[src/hdl/qvr_pkg.sv]
`default_nettype none

package qvr_pkg;

  // Vector and result components, signed 16-bit integers.
  typedef logic signed [15:0] vec_t;
  // Quaternion component after the optional conjugate, so +2.0 fits.
  typedef logic signed [16:0] comp_t;
  // Exact product of two components, Q6.28.
  typedef logic signed [33:0] prod_t;
  // Rotation coefficient, Q.28, holds 2*(ab +/- cd) without wrap.
  typedef logic signed [34:0] coef_t;
  // Coefficient times a vector component.
  typedef logic signed [50:0] term_t;
  // Sum of three terms.
  typedef logic signed [52:0] sum_t;

  localparam int unsigned FracBits = 28;
  localparam sum_t RoundHalf = sum_t'(1) <<< (FracBits - 1);
  localparam int unsigned RndW = $bits(sum_t) - FracBits;
  typedef logic signed [RndW-1:0] rnd_t;
  localparam rnd_t RotMax = rnd_t'(32767);
  localparam rnd_t RotMin = -rnd_t'(32768);

  typedef struct packed {
    vec_t quat_w;
    vec_t quat_x;
    vec_t quat_y;
    vec_t quat_z;
    vec_t vec_x;
    vec_t vec_y;
    vec_t vec_z;
    logic inverse;
  } in_t;

  typedef struct packed {
    prod_t w2;
    prod_t x2;
    prod_t y2;
    prod_t z2;
    prod_t wx;
    prod_t wy;
    prod_t wz;
    prod_t xy;
    prod_t xz;
    prod_t yz;
    vec_t  vec_x;
    vec_t  vec_y;
    vec_t  vec_z;
  } prod_set_t;

  typedef struct packed {
    coef_t m00;
    coef_t m01;
    coef_t m02;
    coef_t m10;
    coef_t m11;
    coef_t m12;
    coef_t m20;
    coef_t m21;
    coef_t m22;
    vec_t  vec_x;
    vec_t  vec_y;
    vec_t  vec_z;
  } coef_set_t;

  typedef struct packed {
    vec_t rot_x;
    vec_t rot_y;
    vec_t rot_z;
    logic saturated;
  } out_t;

endpackage

`default_nettype wire

[src/hdl/qvr_coef.sv]
`default_nettype none

// Stage 2: combine products into the nine rotation coefficients.
module qvr_coef (
  input  wire logic                clk_i,
  input  wire logic                rst_ni,
  input  wire logic                valid_i,
  output logic                     ready_o,
  input  wire qvr_pkg::prod_set_t  data_i,
  output logic                     valid_o,
  input  wire logic                ready_i,
  output qvr_pkg::coef_set_t       data_o
);
  import qvr_pkg::*;

  coef_set_t coef_d, coef_q;
  logic      valid_q;

  always_comb begin
    coef_d.m00   = coef_t'(data_i.w2) + coef_t'(data_i.x2) - coef_t'(data_i.y2)
                 - coef_t'(data_i.z2);
    coef_d.m11   = coef_t'(data_i.w2) - coef_t'(data_i.x2) + coef_t'(data_i.y2)
                 - coef_t'(data_i.z2);
    coef_d.m22   = coef_t'(data_i.w2) - coef_t'(data_i.x2) - coef_t'(data_i.y2)
                 + coef_t'(data_i.z2);
    coef_d.m01   = (coef_t'(data_i.xy) - coef_t'(data_i.wz)) <<< 1;
    coef_d.m02   = (coef_t'(data_i.wy) + coef_t'(data_i.xz)) <<< 1;
    coef_d.m10   = (coef_t'(data_i.xy) + coef_t'(data_i.wz)) <<< 1;
    coef_d.m12   = (coef_t'(data_i.yz) - coef_t'(data_i.wx)) <<< 1;
    coef_d.m20   = (coef_t'(data_i.xz) - coef_t'(data_i.wy)) <<< 1;
    coef_d.m21   = (coef_t'(data_i.wx) + coef_t'(data_i.yz)) <<< 1;
    coef_d.vec_x = data_i.vec_x;
    coef_d.vec_y = data_i.vec_y;
    coef_d.vec_z = data_i.vec_z;
  end

  assign ready_o = ~valid_q | ready_i;

  always_ff @(posedge clk_i or negedge rst_ni) begin
    if (!rst_ni) begin
      valid_q <= 1'b0;
    end else if (ready_o) begin
      valid_q <= valid_i;
    end
  end

  always_ff @(posedge clk_i) begin
    if (ready_o && valid_i) begin
      coef_q <= coef_d;
    end
  end

  assign valid_o = valid_q;
  assign data_o  = coef_q;

endmodule

`default_nettype wire

[config.mk]
export PLATFORM = sky130hd
export DESIGN_NAME = qvr_coef
export DESIGN_NICKNAME = d
export VERILOG_FILES = /design/src/hdl/qvr_pkg.sv /design/src/hdl/qvr_coef.sv
export SDC_FILE = /design/constraint.sdc
export NUM_CORES = 1
export LEC_CHECK = 0
export ABC_AREA = 1
export BUFFER_PORTS_ARGS = -buffer_cell sky130_fd_sc_hd__buf_4
export CORE_AREA = 2 2 296 298
export CTS_BUF_LIST = sky130_fd_sc_hd__clkbuf_4 sky130_fd_sc_hd__clkbuf_8 sky130_fd_sc_hd__clkbuf_16
export DETAILED_ROUTE_END_ITERATION = 10
export DIE_AREA = 0 0 298 300
export GPL_TIMING_DRIVEN = 1
export SYNTH_ARGS = -nofsm -noshare
export SYNTH_HDL_FRONTEND = slang
export SYNTH_SLANG_ARGS = --single-unit
[constraint.sdc]
create_clock -name clk_i -period 34.8 [get_ports clk_i]
set_input_delay 6.96 -clock clk_i [delete_from_list [all_inputs] [get_ports clk_i]]
set_output_delay 6.96 -clock clk_i [all_outputs]
set_load 0.05 [all_outputs]
==> metrics.md <==
| Metric | Value |
|---|---|
| Total CTS buffers | `44` |
| EDFF count, synth | `354` |
| Final Wtd Congestion | `1.02` |
| Status | `finished, final reports clean` |
| Max incr delay on CP | `200 ps` |
| Endpoints failing setup | `0` |
| # DRC | `0` |
| Largest net degree at the start of global routing | `149` |
| Cell taking the most area after synthesis | `edfxtp_1` |
| Synth unique cells | `49` |
| Final TNS setup | `0 ps` |
| Chip Height | `300 um` |
| Die ar. | `89400 um^2` |
| Most frequent cells in the layout | `nand2_1 (781), buf_4 (753), inv_1 (707)` |
| Tightest Hold Check Type | `reg2reg` |
| Commonest non-fill, non-tap cell in the layout | `nand2_1` |
| Hpwl dp | `116000 um` |
| Synth Cell Area | `34600 um^2` |
| Routed wire length | `134000 um` |
| Worst vdd ir | `0.0572 mV` |
| Skew-Pair Late Insertion Delay | `610 ps` |
| Initial antenna violation count | `13` |
| RR Endpoint | `data_o[56]` |
| I/O pins | `757` |
| Die width | `298 um` |
| Iteration-0 DRC Markers | `1963` |
| Hold Violations, Final | `0` |
| CP arrival | `7470 ps` |
| Fin crit share | `41.5%` |
| CTS tree | `yes` |
| Final Slew Violations | `0` |
| Kind of critical path | `in2out` |
| Sink Count | `355` |
| Gate Count Post-Synth | `4248` |
| CP Max Fanout | `2` |
| Share of layout cells above drive strength 1 | `18.8%` |
| Area contributors post-synth | `edfxtp_1 (31%), ha_1 (12%), nand2_1 (8.5%)` |
| RSZ-0062 raised after global routing | `false` |
| Num rows | `108` |
| Rel. slew slack | `35.5%` |
| CP cell instances | `buf_4 > inv_1 > nand2_1 > buf_4` |
| Hold Startpoint | `valid_o` |
| Clk slew on worst S/H paths | `50 ps` |
| GR Overflow Total | `0` |
| Setup Skew | `22.6 ps` |
| Leakage Power | `20.4 nW` |
| FF-to-FF Start | `valid_o` |
| Hold Path End | `valid_o` |
| Nets | `5865` |
| Vias per cell | `5.11` |
| Detail Route Antenna Nets | `0` |
| FF-to-FF path depth | `3` |
| Sequential-to-total area share from yosys stat | `30.8%` |
| Clock buffer depth | `3` |
| Least-Margin Pin Slew | `967 ps` |
| PortBufs | `750` |
| Initial cell density of the core | `40.1%` |
| DRT Pass-1 Iters | `5` |
| #FFs+latches synth | `355` |
| Final min period | `14430 ps` |
| Wire per inst | `21.6 um` |
| Area Overhead vs Synth | `23.7%` |
| # hold bufs at CTS | `0` |
| Ys async rst share | `0.282%` |
| Crit path launch type | `input port` |
| Total GRT Usage | `28.9%` |
| Pwr Density | `57.5 nW/um^2` |
| Post_cts resized | `0` |
| Fillers | `8609` |
| Syn_area_per_cell | `8.15 um^2` |
| Most frequent CP cell | `buf_4` |
| Synth warn | `0` |
| CTS root buf | `clkbuf_16` |
| Worst Hold Depth | `2` |
| Setup Fix Bufs, Post-CTS | `0` |
| First-pass GRT wire length | `194000 um` |
| CTS H-tree depth | `2` |
| WP data required | `27840 ps` |
| Setup slack at placement | `20360 ps` |
| Vias in the first global route | `31500` |
| Area share of the largest cell type after synthesis | `30.7%` |
| Max cap viols | `0` |
| Worst setup EP type | `output port` |
| Flop-to-flop setup slack | `32190 ps` |
| Final setup margin | `20370 ps` |
| Core area | `86200 um^2` |
| Slowest-stage cell, CP | `buf_4` |
| FMAX | `0.0693 GHz` |
| Via count | `31600` |
| Ys flop type | `edfxtp_1` |
==> cell usage after synthesis, drive strengths merged (3+ instances only) <==
master / count
a21boi: 24
xor2: 255
a21o: 43
o221a: 11
clkbuf: 22
nand2: 788
nand3: 156
and2: 3
o211ai: 10
o21ai: 242
o21a: 15
xnor2: 43
buf: 40
a31oi: 39
inv: 720
or2: 9
fa: 143
ha: 339
nor3: 45
nand4: 39
a21oi: 383
nor2: 437
o21bai: 53
nor4: 18
o221ai: 10
edfxtp: 354
==> kinds of logic after synthesis <==
logic type               synth area share (%)
XOR/XNOR                                 7.54
buffers and inverters                    8.92
flip-flops                               30.8
other                                  0.0108
adder cells (fa/ha/maj)                  20.5
AO/OA/AOI/OAI                            14.4
AND/OR/NAND/NOR                          17.8
==> flip-flops by register name, indices dropped and copies added (netlist names) <==
register	cells
data_o	354
valid_o	1
==> area by class of cell <==
| class | instances | area [um^2] | area share, % |
|---|---|---|---|
| tap | 1155 | 1450 | 3.38 |
| clock inverter | 27 | 277 | 0.646 |
| inverter | 720 | 2700 | 6.31 |
| clock buffer | 49 | 1140 | 2.66 |
| timing repair buffer | 754 | 5670 | 13.3 |
| sequential | 355 | 10700 | 24.9 |
| multi-input combinational | 3116 | 20900 | 48.8 |
| antenna | 8 | 20.0 | 0.0468 |
==> where the power goes <==
group          switching, mW  internal [mW]  total (mW)
clock network          0.194          0.266       0.460
registers             0.0305          0.603       0.633
logic                  0.941          0.428        1.37
total                   1.17           1.30        2.46
==> through the flow <==
stage	cells	hold WS [ps]	power [mW]	utilization (%)	area, um^2
floorplan	4253	1130	1.57	-	34600
global placement	6100	595	2.00	48.0	41400
detailed placement	6100	606	1.99	48.0	41400
CTS	6176	617	2.47	49.6	42800
global route	6182	650	2.60	49.6	42800
finish	6184	616	2.46	49.7	42800
==> critical path, delay by kind of cell <==
family	cells	cell delay, ps
buffers and inverters	3	410
and+or+nand+nor	1	100
==> routing by layer <==
metal	vias to the layer above	global-route usage [%]	share of wire, %
li1	15400	-	-
met1	15000	37.7	43
met2	994	49.3	48
met3	163	4.55	6.1
met4	12	8.59	2.8
met5	-	0	0.054
==> worst max path at each step <==
stage / start / to / slack [ps] / cells after the start
floorplan: valid_i / data_o[0] / 9660 / 2
global placement: ready_i / ready_o / 20360 / 4
detailed placement: ready_i / ready_o / 20360 / 4
CTS: ready_i / ready_o / 20360 / 4
global route: ready_i / ready_o / 20340 / 4
finish: ready_i / ready_o / 20370 / 4
(Power assumes the default switching activity.)
